<file path="src/hw/rtl/assert_macros.svh">
// Assertion helpers shared by the RTL.
// Both sample on clk_i and are disabled while rst_ni is low.
`ifndef ASSERT_MACROS_SVH
`define ASSERT_MACROS_SVH

// Property must hold at every clock edge.
`define PPS_ASSERT(lbl, prop, msg) \
  lbl: assert property (@(posedge clk_i) disable iff (!rst_ni) (prop)) else $error(msg);

// Condition must never be true at a clock edge.
`define PPS_ASSERT_NEVER(lbl, cond, msg) \
  lbl: assert property (@(posedge clk_i) disable iff (!rst_ni) !(cond)) else $error(msg);

`endif

</file>
<file path="src/hw/rtl/pps_pkg.sv">
`default_nettype none

package pps_pkg;

  // Field widths
  localparam int PIXEL_W       = 8;
  localparam int COUNT_W       = 18;
  localparam int ROW_BANDS_W   = 9;
  localparam int COL_BANDS_W   = 8;
  localparam int PANEL_W       = 4;
  localparam int FRAME_WIDTH_W  = 9;
  localparam int FRAME_HEIGHT_W = 10;
  localparam int CFG_DATA_W    = 10;
  localparam int CFG_IDX_W     = 1;

  // Register indexes
  localparam logic [CFG_IDX_W-1:0] REG_FRAME_WIDTH  = 1'b0;
  localparam logic [CFG_IDX_W-1:0] REG_FRAME_HEIGHT = 1'b1;

  localparam logic [FRAME_WIDTH_W-1:0]  FRAME_WIDTH_RST  = 9'd220;
  localparam logic [FRAME_HEIGHT_W-1:0] FRAME_HEIGHT_RST = 10'd320;

  localparam int DEF_MAX_WIDTH  = 256;
  localparam int DEF_MAX_HEIGHT = 512;

  // Pixel classes
  localparam logic [PIXEL_W-1:0] INK_LIMIT    = 8'd245;
  localparam logic [PIXEL_W-1:0] DARK_LIMIT   = 8'd80;
  localparam logic [PIXEL_W-1:0] WHITE_LIMIT  = 8'd245;
  localparam logic [PIXEL_W-1:0] GUTTER_LEVEL = 8'd248;
  localparam int EDGE_LIMIT   = 90;

  // Near-white test: FRAC_DEN * white >= FRAC_NUM * length
  localparam int FRAC_NUM     = 985;
  localparam int FRAC_DEN     = 1000;
  localparam int BAND_MIN_RUN = 4;
  localparam int PANEL_MAX    = 12;

  typedef struct packed {
    logic accept;      // pixel transaction this cycle
    logic scan_issue;  // read next column count
    logic scan_eval;   // column count read last cycle is valid
    logic load;        // load result register, restart frame
  } pps_cmd_t;

  typedef struct packed {
    logic last_pixel;  // current position is last pixel of frame
    logic scan_last;   // scan pointer on last column
    logic out_full;    // result register occupied and not drained
  } pps_stat_t;

  typedef struct packed {
    logic [COUNT_W-1:0]     ink_count;
    logic [COUNT_W-1:0]     dark_count;
    logic [COUNT_W-1:0]     white_count;
    logic [COUNT_W-1:0]     edge_count;
    logic [ROW_BANDS_W-1:0] row_bands;
    logic [COL_BANDS_W-1:0] column_bands;
    logic [PANEL_W-1:0]     panel_estimate;
  } pps_result_t;

endpackage

`default_nettype wire

</file>
<file path="src/hw/rtl/pps_if.sv">
`default_nettype none

interface pps_in_if import pps_pkg::*; ();
  logic               valid;
  logic               ready;
  logic [PIXEL_W-1:0] pixel;

  modport source (output valid, output pixel, input ready);
  modport sink (input valid, input pixel, output ready);
endinterface

interface pps_out_if import pps_pkg::*; ();
  logic                   valid;
  logic                   ready;
  logic [COUNT_W-1:0]     ink_count;
  logic [COUNT_W-1:0]     dark_count;
  logic [COUNT_W-1:0]     white_count;
  logic [COUNT_W-1:0]     edge_count;
  logic [ROW_BANDS_W-1:0] row_bands;
  logic [COL_BANDS_W-1:0] column_bands;
  logic [PANEL_W-1:0]     panel_estimate;

  modport source (output valid, output ink_count, output dark_count, output white_count,
                  output edge_count, output row_bands, output column_bands,
                  output panel_estimate, input ready);
  modport sink (input valid, input ink_count, input dark_count, input white_count,
                input edge_count, input row_bands, input column_bands,
                input panel_estimate, output ready);
endinterface

`default_nettype wire

</file>
<file path="src/hw/rtl/pps_ctrl.sv">
`default_nettype none

module pps_ctrl import pps_pkg::*; (
  input  wire logic      clk_i,
  input  wire logic      rst_ni,
  input  wire logic      cfg_we_i,
  input  wire logic      in_valid_i,
  output logic           in_ready_o,
  input  wire pps_stat_t stat_i,
  output pps_cmd_t       cmd_o
);

  typedef enum logic [3:0] {
    ST_RUN    = 4'b0001,
    ST_SCAN   = 4'b0010,
    ST_FINISH = 4'b0100,
    ST_HOLD   = 4'b1000
  } pps_state_e;

  pps_state_e state_q, state_d;
  logic       eval_q, eval_d;

  always_comb begin
    state_d    = state_q;
    cmd_o      = '0;
    in_ready_o = (state_q == ST_RUN);
    cmd_o.scan_eval = eval_q;
    case (state_q)
      ST_RUN: begin
        cmd_o.accept = in_valid_i;
        if (in_valid_i && stat_i.last_pixel) begin
          state_d = ST_SCAN;
        end
      end
      ST_SCAN: begin
        cmd_o.scan_issue = 1'b1;
        if (stat_i.scan_last) begin
          state_d = ST_FINISH;
        end
      end
      ST_FINISH: begin
        // last column evaluated this cycle
        state_d = ST_HOLD;
      end
      ST_HOLD: begin
        if (!stat_i.out_full) begin
          cmd_o.load = 1'b1;
          state_d    = ST_RUN;
        end
      end
      default: begin
        state_d = ST_RUN;
      end
    endcase
    // config write restarts the frame
    if (cfg_we_i) begin
      state_d = ST_RUN;
    end
    eval_d = (state_q == ST_SCAN) && !cfg_we_i;
  end

  always_ff @(posedge clk_i or negedge rst_ni) begin
    if (!rst_ni) begin
      state_q <= ST_RUN;
      eval_q  <= 1'b0;
    end else begin
      state_q <= state_d;
      eval_q  <= eval_d;
    end
  end

endmodule

`default_nettype wire

</file>
<file path="src/hw/rtl/pps_datapath.sv">
`default_nettype none

module pps_datapath import pps_pkg::*; #(
  parameter int MAX_WIDTH  = DEF_MAX_WIDTH,
  parameter int MAX_HEIGHT = DEF_MAX_HEIGHT
) (
  input  wire logic                  clk_i,
  input  wire logic                  rst_ni,
  input  wire logic                  cfg_we_i,
  input  wire logic [CFG_IDX_W-1:0]  cfg_idx_i,
  input  wire logic [CFG_DATA_W-1:0] cfg_data_i,
  input  wire logic [PIXEL_W-1:0]    pixel_i,
  input  wire pps_cmd_t              cmd_i,
  output pps_stat_t                  stat_o,
  input  wire logic                  out_ready_i,
  output logic                       out_valid_o,
  output pps_result_t                result_o
);

  localparam int XW  = $clog2(MAX_WIDTH);
  localparam int YW  = $clog2(MAX_HEIGHT);
  localparam int WW  = $clog2(MAX_WIDTH + 1);
  localparam int HW  = $clog2(MAX_HEIGHT + 1);
  localparam int RPW = WW + 10;
  localparam int CPW = HW + 10;

  // Config registers
  logic [FRAME_WIDTH_W-1:0]  fw_q;
  logic [FRAME_HEIGHT_W-1:0] fh_q;

  always_ff @(posedge clk_i or negedge rst_ni) begin
    if (!rst_ni) begin
      fw_q <= FRAME_WIDTH_RST;
      fh_q <= FRAME_HEIGHT_RST;
    end else if (cfg_we_i) begin
      case (cfg_idx_i)
        REG_FRAME_WIDTH:  fw_q <= cfg_data_i[FRAME_WIDTH_W-1:0];
        REG_FRAME_HEIGHT: fh_q <= cfg_data_i[FRAME_HEIGHT_W-1:0];
        default: ;
      endcase
    end
  end

  // Effective size: zero reads as one, saturate at the maximum
  logic [WW-1:0] w_eff;
  logic [HW-1:0] h_eff;
  logic [XW-1:0] wm1;
  logic [YW-1:0] hm1;

  always_comb begin
    if (fw_q == '0) begin
      w_eff = WW'(1);
    end else if (32'(fw_q) > 32'(MAX_WIDTH)) begin
      w_eff = WW'(MAX_WIDTH);
    end else begin
      w_eff = WW'(fw_q);
    end
    if (fh_q == '0) begin
      h_eff = HW'(1);
    end else if (32'(fh_q) > 32'(MAX_HEIGHT)) begin
      h_eff = HW'(MAX_HEIGHT);
    end else begin
      h_eff = HW'(fh_q);
    end
  end

  assign wm1 = XW'(w_eff - WW'(1));
  assign hm1 = YW'(h_eff - HW'(1));

  logic restart;
  logic accept;
  assign restart = cfg_we_i | cmd_i.load;
  assign accept  = cmd_i.accept;

  // Raster position
  logic [XW-1:0] col_q, col_d;
  logic [YW-1:0] row_q, row_d;
  logic          last_col, last_row;

  assign last_col = (col_q == wm1);
  assign last_row = (row_q == hm1);

  always_comb begin
    col_d = col_q;
    row_d = row_q;
    if (restart) begin
      col_d = '0;
      row_d = '0;
    end else if (accept) begin
      if (last_col) begin
        col_d = '0;
        row_d = last_row ? '0 : row_q + YW'(1);
      end else begin
        col_d = col_q + XW'(1);
      end
    end
  end

  // Pixel classification
  logic [PIXEL_W-1:0] left_q;
  logic [PIXEL_W-1:0] up_q;
  logic [PIXEL_W-1:0] d_left, d_up;
  logic [PIXEL_W:0]   edge_sum;
  logic               is_ink, is_dark, is_white, is_gutter, is_edge;

  assign d_left   = (pixel_i > left_q) ? pixel_i - left_q : left_q - pixel_i;
  assign d_up     = (pixel_i > up_q) ? pixel_i - up_q : up_q - pixel_i;
  assign edge_sum = {1'b0, d_left} + {1'b0, d_up};
  assign is_ink    = pixel_i < INK_LIMIT;
  assign is_dark   = pixel_i < DARK_LIMIT;
  assign is_white  = pixel_i > WHITE_LIMIT;
  assign is_gutter = pixel_i > GUTTER_LEVEL;
  assign is_edge   = (col_q != '0) && (row_q != '0) && (edge_sum > (PIXEL_W + 1)'(EDGE_LIMIT));

  // Line store: read next column ahead, bypass same-address write
  logic [PIXEL_W-1:0] line_mem [MAX_WIDTH];

  always_ff @(posedge clk_i) begin
    if (accept) begin
      line_mem[col_q] <= pixel_i;
    end
    if (accept && (col_d == col_q)) begin
      up_q <= pixel_i;
    end else begin
      up_q <= line_mem[col_d];
    end
  end

  // Column white counts; row zero starts each column from zero
  logic [HW-1:0] cw_mem [MAX_WIDTH];
  logic [HW-1:0] cw_rd_q;
  logic [HW-1:0] cw_new;
  logic [XW-1:0] sc_q;
  logic [XW-1:0] rd_addr;

  assign cw_new  = ((row_q == '0) ? '0 : cw_rd_q) + HW'(is_gutter);
  assign rd_addr = cmd_i.scan_issue ? sc_q : col_d;

  always_ff @(posedge clk_i) begin
    if (accept) begin
      cw_mem[col_q] <= cw_new;
    end
    if (accept && (rd_addr == col_q)) begin
      cw_rd_q <= cw_new;
    end else begin
      cw_rd_q <= cw_mem[rd_addr];
    end
  end

  // Row gutter test
  logic [WW-1:0]  row_white_q;
  logic [WW-1:0]  row_white_sum;
  logic           row_nw;
  logic [HW-1:0]  row_run_q;
  logic [HW-1:0]  row_band_q;

  assign row_white_sum = row_white_q + WW'(is_gutter);
  assign row_nw = (RPW'(row_white_sum) * RPW'(FRAC_DEN)) >= (RPW'(w_eff) * RPW'(FRAC_NUM));

  // Column gutter test during the scan
  logic           col_nw;
  logic [WW-1:0]  col_run_q;
  logic [WW-1:0]  col_band_q;

  assign col_nw = (CPW'(cw_rd_q) * CPW'(FRAC_DEN)) >= (CPW'(h_eff) * CPW'(FRAC_NUM));

  // Class counters
  logic [COUNT_W-1:0] ink_q, dark_q, white_q, edge_q;

  // Final figures
  logic [HW-1:0] rows_full;
  logic [WW-1:0] cols_full;
  logic [7:0]    panel_prod;
  logic [PANEL_W-1:0] panel;

  assign rows_full  = row_band_q + HW'(row_run_q >= HW'(BAND_MIN_RUN));
  assign cols_full  = col_band_q + WW'(col_run_q >= WW'(BAND_MIN_RUN));
  assign panel_prod = ({4'b0, 4'(rows_full)} + 8'd1) * ({4'b0, 4'(cols_full)} + 8'd1);

  always_comb begin
    if ((rows_full >= HW'(PANEL_MAX)) || (cols_full >= WW'(PANEL_MAX))) begin
      panel = PANEL_W'(PANEL_MAX);
    end else if (panel_prod > 8'(PANEL_MAX)) begin
      panel = PANEL_W'(PANEL_MAX);
    end else begin
      panel = panel_prod[PANEL_W-1:0];
    end
  end

  always_ff @(posedge clk_i or negedge rst_ni) begin
    if (!rst_ni) begin
      col_q       <= '0;
      row_q       <= '0;
      left_q      <= '0;
      row_white_q <= '0;
      row_run_q   <= '0;
      row_band_q  <= '0;
      col_run_q   <= '0;
      col_band_q  <= '0;
      sc_q        <= '0;
      ink_q       <= '0;
      dark_q      <= '0;
      white_q     <= '0;
      edge_q      <= '0;
    end else begin
      col_q <= col_d;
      row_q <= row_d;
      if (restart) begin
        left_q      <= '0;
        row_white_q <= '0;
        row_run_q   <= '0;
        row_band_q  <= '0;
        col_run_q   <= '0;
        col_band_q  <= '0;
        ink_q       <= '0;
        dark_q      <= '0;
        white_q     <= '0;
        edge_q      <= '0;
      end else begin
        if (accept) begin
          left_q  <= pixel_i;
          ink_q   <= ink_q + COUNT_W'(is_ink);
          dark_q  <= dark_q + COUNT_W'(is_dark);
          white_q <= white_q + COUNT_W'(is_white);
          edge_q  <= edge_q + COUNT_W'(is_edge);
          if (last_col) begin
            row_white_q <= '0;
            if (row_nw) begin
              row_run_q <= row_run_q + HW'(1);
            end else begin
              if (row_run_q >= HW'(BAND_MIN_RUN)) begin
                row_band_q <= row_band_q + HW'(1);
              end
              row_run_q <= '0;
            end
          end else begin
            row_white_q <= row_white_sum;
          end
        end
        if (cmd_i.scan_eval) begin
          if (col_nw) begin
            col_run_q <= col_run_q + WW'(1);
          end else begin
            if (col_run_q >= WW'(BAND_MIN_RUN)) begin
              col_band_q <= col_band_q + WW'(1);
            end
            col_run_q <= '0;
          end
        end
      end
      if (accept) begin
        sc_q <= '0;
      end else if (cmd_i.scan_issue) begin
        sc_q <= sc_q + XW'(1);
      end
    end
  end

  // Result register
  logic        out_valid_q;
  pps_result_t res_q;

  always_ff @(posedge clk_i or negedge rst_ni) begin
    if (!rst_ni) begin
      out_valid_q <= 1'b0;
    end else if (cmd_i.load) begin
      out_valid_q <= 1'b1;
    end else if (out_ready_i) begin
      out_valid_q <= 1'b0;
    end
  end

  always_ff @(posedge clk_i) begin
    if (cmd_i.load) begin
      res_q.ink_count      <= ink_q;
      res_q.dark_count     <= dark_q;
      res_q.white_count    <= white_q;
      res_q.edge_count     <= edge_q;
      res_q.row_bands      <= ROW_BANDS_W'(rows_full);
      res_q.column_bands   <= COL_BANDS_W'(cols_full);
      res_q.panel_estimate <= panel;
    end
  end

  assign out_valid_o = out_valid_q;
  assign result_o    = res_q;

  assign stat_o.last_pixel = last_col && last_row;
  assign stat_o.scan_last  = (sc_q == wm1);
  assign stat_o.out_full   = out_valid_q && !out_ready_i;

endmodule

`default_nettype wire

</file>
<file path="src/hw/rtl/page_pixel_statistics_unit.sv">
// Channel   Dir  Type         Payload
// pix_i     in   pps_in_if    pixel, 8 bit, raster order
// res_o     out  pps_out_if   four class counts, row/column bands, panel estimate
// cfg_*     in   write port   frame_width (index 0), frame_height (index 1)
//
// One pixel per cycle while a frame streams in.
// After the last pixel, the column counts are scanned out of the column memory, one
// column a cycle; the result then loads once the result register has drained.
// Reset is asynchronous and active low; no memory clearing pass is needed.
// A stall on res_o only holds the block once a second result is ready to load.
`default_nettype none
`include "assert_macros.svh"

module page_pixel_statistics_unit import pps_pkg::*; #(
  parameter int MAX_WIDTH  = DEF_MAX_WIDTH,
  parameter int MAX_HEIGHT = DEF_MAX_HEIGHT
) (
  input  wire logic                  clk_i,
  input  wire logic                  rst_ni,
  input  wire logic                  cfg_we_i,
  input  wire logic [CFG_IDX_W-1:0]  cfg_idx_i,
  input  wire logic [CFG_DATA_W-1:0] cfg_data_i,
  pps_in_if.sink                     pix_i,
  pps_out_if.source                  res_o
);

  pps_cmd_t    cmd;
  pps_stat_t   st;
  logic        in_ready;
  logic        out_valid;
  pps_result_t result;

  // Controller: frame streaming, column scan, result hand-off
  pps_ctrl u_ctrl (
    .clk_i      (clk_i),
    .rst_ni     (rst_ni),
    .cfg_we_i   (cfg_we_i),
    .in_valid_i (pix_i.valid),
    .in_ready_o (in_ready),
    .stat_i     (st),
    .cmd_o      (cmd)
  );

  // Datapath: counters, line store, column memory, band logic, result register
  pps_datapath #(
    .MAX_WIDTH  (MAX_WIDTH),
    .MAX_HEIGHT (MAX_HEIGHT)
  ) u_datapath (
    .clk_i       (clk_i),
    .rst_ni      (rst_ni),
    .cfg_we_i    (cfg_we_i),
    .cfg_idx_i   (cfg_idx_i),
    .cfg_data_i  (cfg_data_i),
    .pixel_i     (pix_i.pixel),
    .cmd_i       (cmd),
    .stat_o      (st),
    .out_ready_i (res_o.ready),
    .out_valid_o (out_valid),
    .result_o    (result)
  );

  assign pix_i.ready          = in_ready;
  assign res_o.valid          = out_valid;
  assign res_o.ink_count      = result.ink_count;
  assign res_o.dark_count     = result.dark_count;
  assign res_o.white_count    = result.white_count;
  assign res_o.edge_count     = result.edge_count;
  assign res_o.row_bands      = result.row_bands;
  assign res_o.column_bands   = result.column_bands;
  assign res_o.panel_estimate = result.panel_estimate;

  // No pixel transaction while the column memory is scanned or a result loads
  `PPS_ASSERT_NEVER(a_no_pixel_in_scan, pix_i.ready && (cmd.scan_issue || cmd.load), "pixel taken during scan")
  // Last pixel of a frame starts the column scan
  `PPS_ASSERT(a_scan_follows_frame, (pix_i.valid && pix_i.ready && st.last_pixel && !cfg_we_i) |=> cmd.scan_issue, "scan did not start")
  // A loaded result is offered on the next cycle
  `PPS_ASSERT(a_load_shows_result, cmd.load |=> res_o.valid, "result lost")
  // Panel estimate stays within its clamp
  `PPS_ASSERT(a_panel_range, res_o.valid |-> ((res_o.panel_estimate != 4'd0) && (res_o.panel_estimate <= 4'd12)), "panel out of range")

endmodule

`default_nettype wire

</file>
<file path="src/flat_wrapper.sv">
// flat-port wrapper written by rule: the top's interface ports become plain ports
module page_pixel_statistics_unit_flat import pps_pkg::*;
#(
  parameter int MAX_WIDTH  = DEF_MAX_WIDTH,
  parameter int MAX_HEIGHT = DEF_MAX_HEIGHT
)
  (clk_i, rst_ni, cfg_we_i, cfg_idx_i, cfg_data_i, pix_i_valid, pix_i_pixel, pix_i_ready, res_o_valid, res_o_ink_count, res_o_dark_count, res_o_white_count, res_o_edge_count, res_o_row_bands, res_o_column_bands, res_o_panel_estimate, res_o_ready);
  pps_in_if pix_i_i ();
  pps_out_if res_o_i ();
  input  wire logic clk_i;
  input  wire logic rst_ni;
  input  wire logic cfg_we_i;
  input  wire logic [CFG_IDX_W-1:0] cfg_idx_i;
  input  wire logic [CFG_DATA_W-1:0] cfg_data_i;
  input wire logic [$bits(pix_i_i.valid)-1:0] pix_i_valid;
  input wire logic [$bits(pix_i_i.pixel)-1:0] pix_i_pixel;
  output wire logic [$bits(pix_i_i.ready)-1:0] pix_i_ready;
  output wire logic [$bits(res_o_i.valid)-1:0] res_o_valid;
  output wire logic [$bits(res_o_i.ink_count)-1:0] res_o_ink_count;
  output wire logic [$bits(res_o_i.dark_count)-1:0] res_o_dark_count;
  output wire logic [$bits(res_o_i.white_count)-1:0] res_o_white_count;
  output wire logic [$bits(res_o_i.edge_count)-1:0] res_o_edge_count;
  output wire logic [$bits(res_o_i.row_bands)-1:0] res_o_row_bands;
  output wire logic [$bits(res_o_i.column_bands)-1:0] res_o_column_bands;
  output wire logic [$bits(res_o_i.panel_estimate)-1:0] res_o_panel_estimate;
  input wire logic [$bits(res_o_i.ready)-1:0] res_o_ready;
  assign pix_i_i.valid = pix_i_valid;
  assign pix_i_i.pixel = pix_i_pixel;
  assign pix_i_ready = pix_i_i.ready;
  assign res_o_valid = res_o_i.valid;
  assign res_o_ink_count = res_o_i.ink_count;
  assign res_o_dark_count = res_o_i.dark_count;
  assign res_o_white_count = res_o_i.white_count;
  assign res_o_edge_count = res_o_i.edge_count;
  assign res_o_row_bands = res_o_i.row_bands;
  assign res_o_column_bands = res_o_i.column_bands;
  assign res_o_panel_estimate = res_o_i.panel_estimate;
  assign res_o_i.ready = res_o_ready;
  page_pixel_statistics_unit #(.MAX_WIDTH(MAX_WIDTH), .MAX_HEIGHT(MAX_HEIGHT)) u_core (.clk_i(clk_i), .rst_ni(rst_ni), .cfg_we_i(cfg_we_i), .cfg_idx_i(cfg_idx_i), .cfg_data_i(cfg_data_i), .pix_i(pix_i_i), .res_o(res_o_i));
endmodule
</file>
<file path="config.mk">
export PLATFORM = sky130hd
export DESIGN_NAME = page_pixel_statistics_unit_flat
export DESIGN_NICKNAME = d
export VERILOG_FILES = /design/src/hw/rtl/pps_pkg.sv /design/src/hw/rtl/pps_if.sv /design/src/hw/rtl/pps_ctrl.sv /design/src/hw/rtl/pps_datapath.sv /design/src/hw/rtl/page_pixel_statistics_unit.sv /design/src/flat_wrapper.sv
export VERILOG_INCLUDE_DIRS = /design/src /design/src/hw/rtl
export SDC_FILE = /design/constraint.sdc
export NUM_CORES = 2
export LEC_CHECK = 0
export BUFFER_PORTS_ARGS = -buffer_cell sky130_fd_sc_hd__buf_2
export CAP_MARGIN = 20
export CELL_PAD_IN_SITES_DETAIL_PLACEMENT = 1
export CELL_PAD_IN_SITES_GLOBAL_PLACEMENT = 2
export CORE_AREA = 2 2 706 638
export CTS_CLUSTER_DIAMETER = 80
export DETAILED_ROUTE_END_ITERATION = 7
export DIE_AREA = 0 0 708 640
export HOLD_SLACK_MARGIN = 0.06
export PLACE_DENSITY_LB_ADDON = 0.1
export SYNTH_ARGS = -nofsm -noshare
export SYNTH_HDL_FRONTEND = slang
export SYNTH_MEMORY_MAX_BITS = 65536
export SYNTH_SLANG_ARGS = --single-unit
</file>
<file path="constraint.sdc">
create_clock -name clk_i -period 26.5 [get_ports clk_i]
set_input_delay 1.325 -clock clk_i [delete_from_list [all_inputs] [get_ports clk_i]]
set_output_delay 1.325 -clock clk_i [all_outputs]
set_load 0.02 [all_outputs]
</file>
== Word level (Yosys, flattened, before mapping) ==
Memories as Yosys holds them, arrays and structs flattened. A register that Yosys moved wholly into a read port is not among the register bits.
Index checks and enable logic that the tools add are counted.

* Mux-type cells: 59
* $add $sub $neg: 24
* Bitwise operators: 2
* $mul: 5
* Equality and inequality tests: 12
* Magnitude comparators: 16
* Reduce and logical (&&, ||, !) cells: 28

{| class="wikitable"
|+ Operators with widths
! operator !! number
|-
| 18-bit two-way mux || 8
|-
| 9-bit two-way mux || 16
|-
| 10-bit two-way mux || 12
|-
| 8-bit two-way mux || 10
|-
| 18-bit by 1-bit adder with 18-bit output || 4
|-
| 8-bit subtractor || 4
|-
| 9-bit by 1-bit adder with 9-bit output (second input constant) || 3
|-
| 10-bit by 1-bit adder with 10-bit output || 2
|-
| 10-bit by 1-bit adder with 10-bit output (second input constant) || 2
|-
| 20-bit greater-or-equal comparator || 1
|-
| 10-bit by 10-bit multiplier with 20-bit output (second input constant) || 1
|-
| 19-bit greater-or-equal comparator || 1
|-
| 9-bit by 10-bit multiplier with 19-bit output (second input constant) || 1
|-
| 9-bit by 1-bit adder with 9-bit output || 2
|-
| 9-bit logical NOT || 2
|-
| 10-bit by 7-bit multiplier with 17-bit output (second input constant) || 1
|-
| 8-bit by 1-bit adder with 8-bit output (second input constant) || 2
|-
| 8-bit == test || 2
|-
| 8-bit greater-than comparator || 2
|-
| 8-bit greater-than comparator (second input constant) || 2
|-
| 9-bit by 7-bit multiplier with 16-bit output (second input constant) || 1
|-
| 4-bit two-way mux || 4
|-
| 4-bit one-hot mux with 4 select lines || 1
|-
| 2-bit nonzero test || 7
|-
| other kinds (36) || 55
|}

* Word-level logic and storage cells: 173
* Register bits after elaboration: 270
* Output and inout bits: 95
* Input port bits: 24
* Memory bits (writable): 4,608
* Memories kept: 2

{| class="wikitable"
|+ Memories
! name !! words !! bits a word !! rd ports !! clocked after memory_dff !! wr ports !! line !! text
|-
| u_core.u_datapath.cw_mem || 256 || 10 || 1 || 1 || 1 || pps_datapath.sv:130 || <nowiki>logic [HW-1:0] cw_mem [MAX_WIDTH];</nowiki>
|-
| u_core.u_datapath.line_mem || 256 || 8 || 1 || 1 || 1 || pps_datapath.sv:116 || <nowiki>logic [PIXEL_W-1:0] line_mem [MAX_WIDTH];</nowiki>
|}

== Logic depth before layout (Yosys ltp) ==
* Depth after elaboration: 10
* Gate-level depth with buffers: 39
* Mapped depth without buffers: 35

== Modules after synthesis ==
Synthesis repeated with hierarchy kept, for this count alone.

* Cell total of the unflattened synthesis: 9,666
* Area total of the unflattened synthesis: 199,722.8 um2

{| class="wikitable"
|+ By module, submodules not included
! module !! cells each !! area an instance (um2) !! times used !! sequential area each (um2)
|-
| pps_datapath || 9,638 || 199,413.8 || 1 || 145,798.6
|-
| pps_ctrl || 28 || 309.0 || 1 || 126.4
|}

== Least setup slack after synthesis ==
Ideal clock, no wire load.

* Kind: reg2reg
* Start point: register with a tool-made name
* End point: memory u_core.u_datapath.cw_mem[0][2] (netlist bit), data pin
* Clock period less this slack: 11.676 ns
* Arrival: 10.153 ns
* Stages on the path, launching flop included: 13
* Path buffers: 4
* Setup slack: 14.824 ns
* Path through: dfxtp_1 buf_2 buf_4 buf_4 clkbuf_1 mux4_2 mux4_2 mux4_2 mux4_2 nor2b_1 ha_1 ha_1 xor2_1

{| class="wikitable"
|+ RTL lines
! element !! line
|-
| end, declared || pps_datapath.sv:130
|}

==> impl_summary.md <==
Floorplan
The initial utilization of the core area, before any placement, comes to 0.448. The die width is 708 um. The die is 640 um tall.

The floorplan step defined a die boundary enclosing 453000 um^2. After floorplanning, the core was divided into 233 placement rows. The count of pins on the block boundary is 119. The core area is 446000 um^2.

Clock tree
The post-cts hold buffer count is 0. The clock insertion delay at the later pin of the skew report is 1070 ps. The TritonCTS clock tree is built. The count of clock tree sinks is 4894. The CTS clock-pin slew for the worst setup and hold paths is 60 ps. The post-cts gate resize count is 0.

In this run the deepest clock path goes through 4 buffers. The number of clock buffers inserted by TritonCTS is 524. The clock root buffer master is sky130_fd_sc_hd__clkbuf_16. In this run the number of H-tree levels came out at 6. In this run the post-CTS setup repair buffer count came out at 0.

Global route
For met1 alone, demand over resource in global routing was 0.413. For met3 alone, demand over resource in global routing was 0.0646. The global-route wire length before repair is 879000 um.

The number of global-route vias before repair is 106000. The initial antenna violation count is 80. The busiest layer in global routing is met2. The largest net degree at the start of global routing is 184. The met2 usage is 0.424. The overflow left after global routing is 0. The combined global-route utilization of all metal layers is 0.281.

Timing
In this run the tightest slew margin relative to its limit is 0.137. For the pin with the worst max-slew slack, the measured transition is 1290 ps. Derived from the worst setup path, the maximum achievable clock frequency is 78.5 MHz. The maximum clock skew at final layout is 51.9 ps. The count of final hold-check violations is 0. The number of max-slew violations in the final report is 0. The final-layout setup total negative slack is 0 ps. Setup repair after global routing left no endpoint under its margin. Dividing the final minimum period by the clock period gives 0.481. The post-route minimum period is 12740 ps.

The final number of setup-violating endpoints is 0.

Logic synthesis
Of the post-synthesis cell area, the dominant cell type holds 0.706. The count of flip-flops with a built-in enable after synthesis is 4701. For this run, the leading register cell type out of synthesis is sky130_fd_sc_hd__edfxtp_1. The synthesized netlist net count is 10200. The number of standard cells after synthesis is 9709.

In this run the mean area of a mapped cell was 20.6 um^2. The count of yosys warnings during synthesis is 0. The post-synthesis register bit count is 4894.

Yosys mapped the design onto 90 distinct sky130hd cell types. Sorting the synthesized cells by area gives the leading types as sky130_fd_sc_hd__edfxtp_1, sky130_fd_sc_hd__mux4_2, sky130_fd_sc_hd__dfrtp_1, sky130_fd_sc_hd__ha_1, sky130_fd_sc_hd__fa_1. Of all cell types, the one taking the most synthesized area is sky130_fd_sc_hd__edfxtp_1. Of the synthesized area, sequential elements account for 0.730. Of all flip-flops after synthesis, the portion carrying an async set or reset was 0.0362. sky130_fd_sc_hd__edfxtp_1 is the most common cell in the netlist. In the synthesized netlist, the cells that appear most often are sky130_fd_sc_hd__edfxtp_1, sky130_fd_sc_hd__mux4_2, sky130_fd_sc_hd__nor2_1, sky130_fd_sc_hd__ha_1, sky130_fd_sc_hd__inv_1. The cell area after synthesis is 200000 um^2.

Power and ir drop
The internal power contribution is 13.8 mW. The post-layout total power is 18.5 mW. The static leakage power is 72.3 nW. The relative contribution of combinational cells to total power is 0.150.

IR analysis of the VDD net gives a maximum drop of 0.0995 mV. The clock network fraction of design power is 0.386. For this design the ratio of total power to cell area is 81.7 nW/um^2. The switching part of the total power is 0.257. The net switching power is 4.76 mW. The share of total power in sequential cells is 0.464.

Layout
The ratio of cells with drive above 1 in the final layout is 0.273. The area growth from synthesis to layout is 13.4%. The sequential cell area is 146000 um^2. After routing the design area is 227000 um^2. For this run, the post-layout net count is 10700. The area of the multi-input gates is 52200 um^2. The layout has 39200 filler cells.

Setup path
The biggest cell delay along the critical path is 910 ps. The data arrival time at the worst-slack endpoint is 13700 ps. The critical path class is flip-flop to flip-flop. The worst setup path is captured at a flip-flop. Data on the critical path is required at its endpoint by 27450 ps. The standard cell with the maximum stage delay on the critical path is sky130_fd_sc_hd__buf_4.

Along the worst path, the maximum fanout reaches 50. The worst setup path is launched from a flip-flop. The cell with the most instances on the worst path is sky130_fd_sc_hd__a21oi_1.

Placed design
The count of buffers added on input and output ports is 118. Routability-driven placement finished with a final weighted congestion of 0.862. The post-detailed-placement cell area is 210000 um^2.

The total half-perimeter wirelength after legalization and detailed placement is 391000 um.

Drt
In this run the remaining antenna-violating nets after routing total 0. The detailed-routing iteration count for the pre-antenna-repair pass is 6. In this run, the number of DRC markers left after iteration 0 of detailed routing was 13800. After detailed routing, the number of remaining DRC violations is 0. In the final routed layout, each cell accounts on average for 38.7 um. For this block, the via count after detailed routing is 104000.

The routed design has 638000 um of wire. In the routed layout, each cell is associated on average with a via count of 6.29.

Flow run
The max-capacitance violation count is 0.

Status
The run finished with clean final reports.

Min path
The min-delay analysis places its worst path in the category input pin to asynchronous set/reset pin.
-- sequential cells by signal, summed over array words and instances, names as in the netlist, 9 cells and up, named ones only --
| name | flops |
|---|---|
| u_core.u_datapath.cw_mem | 2560 |
| u_core.u_datapath.line_mem | 2048 |
| u_core.u_datapath.result_o | 93 |
| u_core.u_datapath.dark_q | 18 |
| u_core.u_datapath.edge_q | 18 |
| u_core.u_datapath.ink_q | 18 |
| u_core.u_datapath.white_q | 18 |
| u_core.u_datapath.fh_q | 10 |
| u_core.u_datapath.row_band_q | 10 |
| u_core.u_datapath.row_run_q | 10 |
| u_core.u_datapath.col_band_q | 9 |
| u_core.u_datapath.col_run_q | 9 |
| u_core.u_datapath.fw_q | 9 |
| u_core.u_datapath.row_q | 9 |
| u_core.u_datapath.row_white_q | 9 |
-- logic make-up (layout without fill, tap and decap cells) --
logic type | after synthesis | after routing | share of synthesized area
AOI/OAI and AO/OA | 633 | 633 | 0.0204
xor gates and xnor gates | 218 | 218 | 0.00969
adders and majority gates | 450 | 450 | 0.0331
buffers and inverters | 788 | 1674 | 0.0188
DFF | 4894 | 4894 | 0.730
muxes | 1491 | 1491 | 0.159
other | 0 | 38 | 0
and+or+nand+nor | 1235 | 1235 | 0.0287
-- worst paths after layout --
path	end	slack, ps	depth (start not counted)
setup / recovery	u_core.u_datapath.edge_q[17]$_DFFE_PN0P_	13760	37
hold / removal	u_core.u_datapath.row_q[0]$_DFFE_PN0P_	260	1
setup reg to reg	u_core.u_datapath.edge_q[17]$_DFFE_PN0P_	13760	37
hold reg to reg	u_core.u_datapath.result_o[53]$_DFFE_PP_	450	0
max in group asynchronous	u_core.u_datapath.left_q[0]$_DFFE_PN0P_	24910	2
min in group clk_i	u_core.u_datapath.result_o[53]$_DFFE_PP_	450	0
-- layout by cell type (no fill, tap or decap), types with 63 or more instances in the layout --
cell type / count
sky130_fd_sc_hd__dfrtp_1: 169
sky130_fd_sc_hd__edfxtp_1: 4701
sky130_fd_sc_hd__xor2_1: 104
sky130_fd_sc_hd__o21ai_0: 130
sky130_fd_sc_hd__xnor2_1: 105
sky130_fd_sc_hd__ha_1: 318
sky130_fd_sc_hd__nand3_1: 91
sky130_fd_sc_hd__nor2_2: 66
sky130_fd_sc_hd__nor2_1: 186
sky130_fd_sc_hd__nand2_1: 296
sky130_fd_sc_hd__mux4_2: 1338
sky130_fd_sc_hd__a22oi_1: 68
sky130_fd_sc_hd__inv_1: 304
sky130_fd_sc_hd__buf_2: 109
sky130_fd_sc_hd__fa_1: 130
sky130_fd_sc_hd__clkinv_2: 63
sky130_fd_sc_hd__clkbuf_16: 540
sky130_fd_sc_hd__a21oi_1: 147
sky130_fd_sc_hd__mux2i_1: 108
sky130_fd_sc_hd__nor2_4: 200
sky130_fd_sc_hd__clkinv_1: 124
sky130_fd_sc_hd__buf_4: 281
sky130_fd_sc_hd__clkbuf_1: 111
-- through the flow --
step	utilization	setup slack [ps]	cells	hold slack, ps
finish	0.508	13760	16500	260
global route	0.508	12730	16500	280
CTS	0.508	13660	16500	218
detailed placement	0.471	13680	15500	440
global placement	0.471	13630	15500	447
floorplan	-	14820	9709	425
-- cell type report --
type | instances | share of cell area
Tap cell | 5875 | 0.0324
Antenna cell | 38 | 0.000420
Multi-Input combinational cell | 4027 | 0.230
Clock inverter | 273 | 0.0105
Inverter | 315 | 0.00524
Timing Repair Buffer | 429 | 0.0151
Clock buffer | 657 | 0.0618
Sequential cell | 4894 | 0.644
-- worst max-delay path: cells and delay by family, from the launching register on --
kind / cells / cell delay [ps]
AND/OR/NAND/NOR: 6 / 1540
flip-flops: 1 / 790
adder cells (fa/ha/maj): 4 / 990
multiplexers: 5 / 2610
AO/OA/AOI/OAI: 14 / 2560
buffers and inverters: 8 / 3880
-- metal layers --
layer / part of all wire / routed length [um] / up-vias
li1: - / - / 40800
met1: 0.42 / 268000 / 57200
met2: 0.45 / 290000 / 5042
met3: 0.096 / 61100 / 860
met4: 0.030 / 19000 / 30
met5: 0.00032 / 202 / -
-- power groups by stage --
stage                     clock network [mW]  registers, mW  logic (mW)
after global routing                    7.51           8.59        3.14
after CTS                               7.24           8.59        2.83
after detailed placement                   0           8.76        2.81
final                                   7.14           8.59        2.78
after floorplan                            0           8.78        1.95
after global placement                     0           8.76        2.79
(Power assumes the default switching activity.)
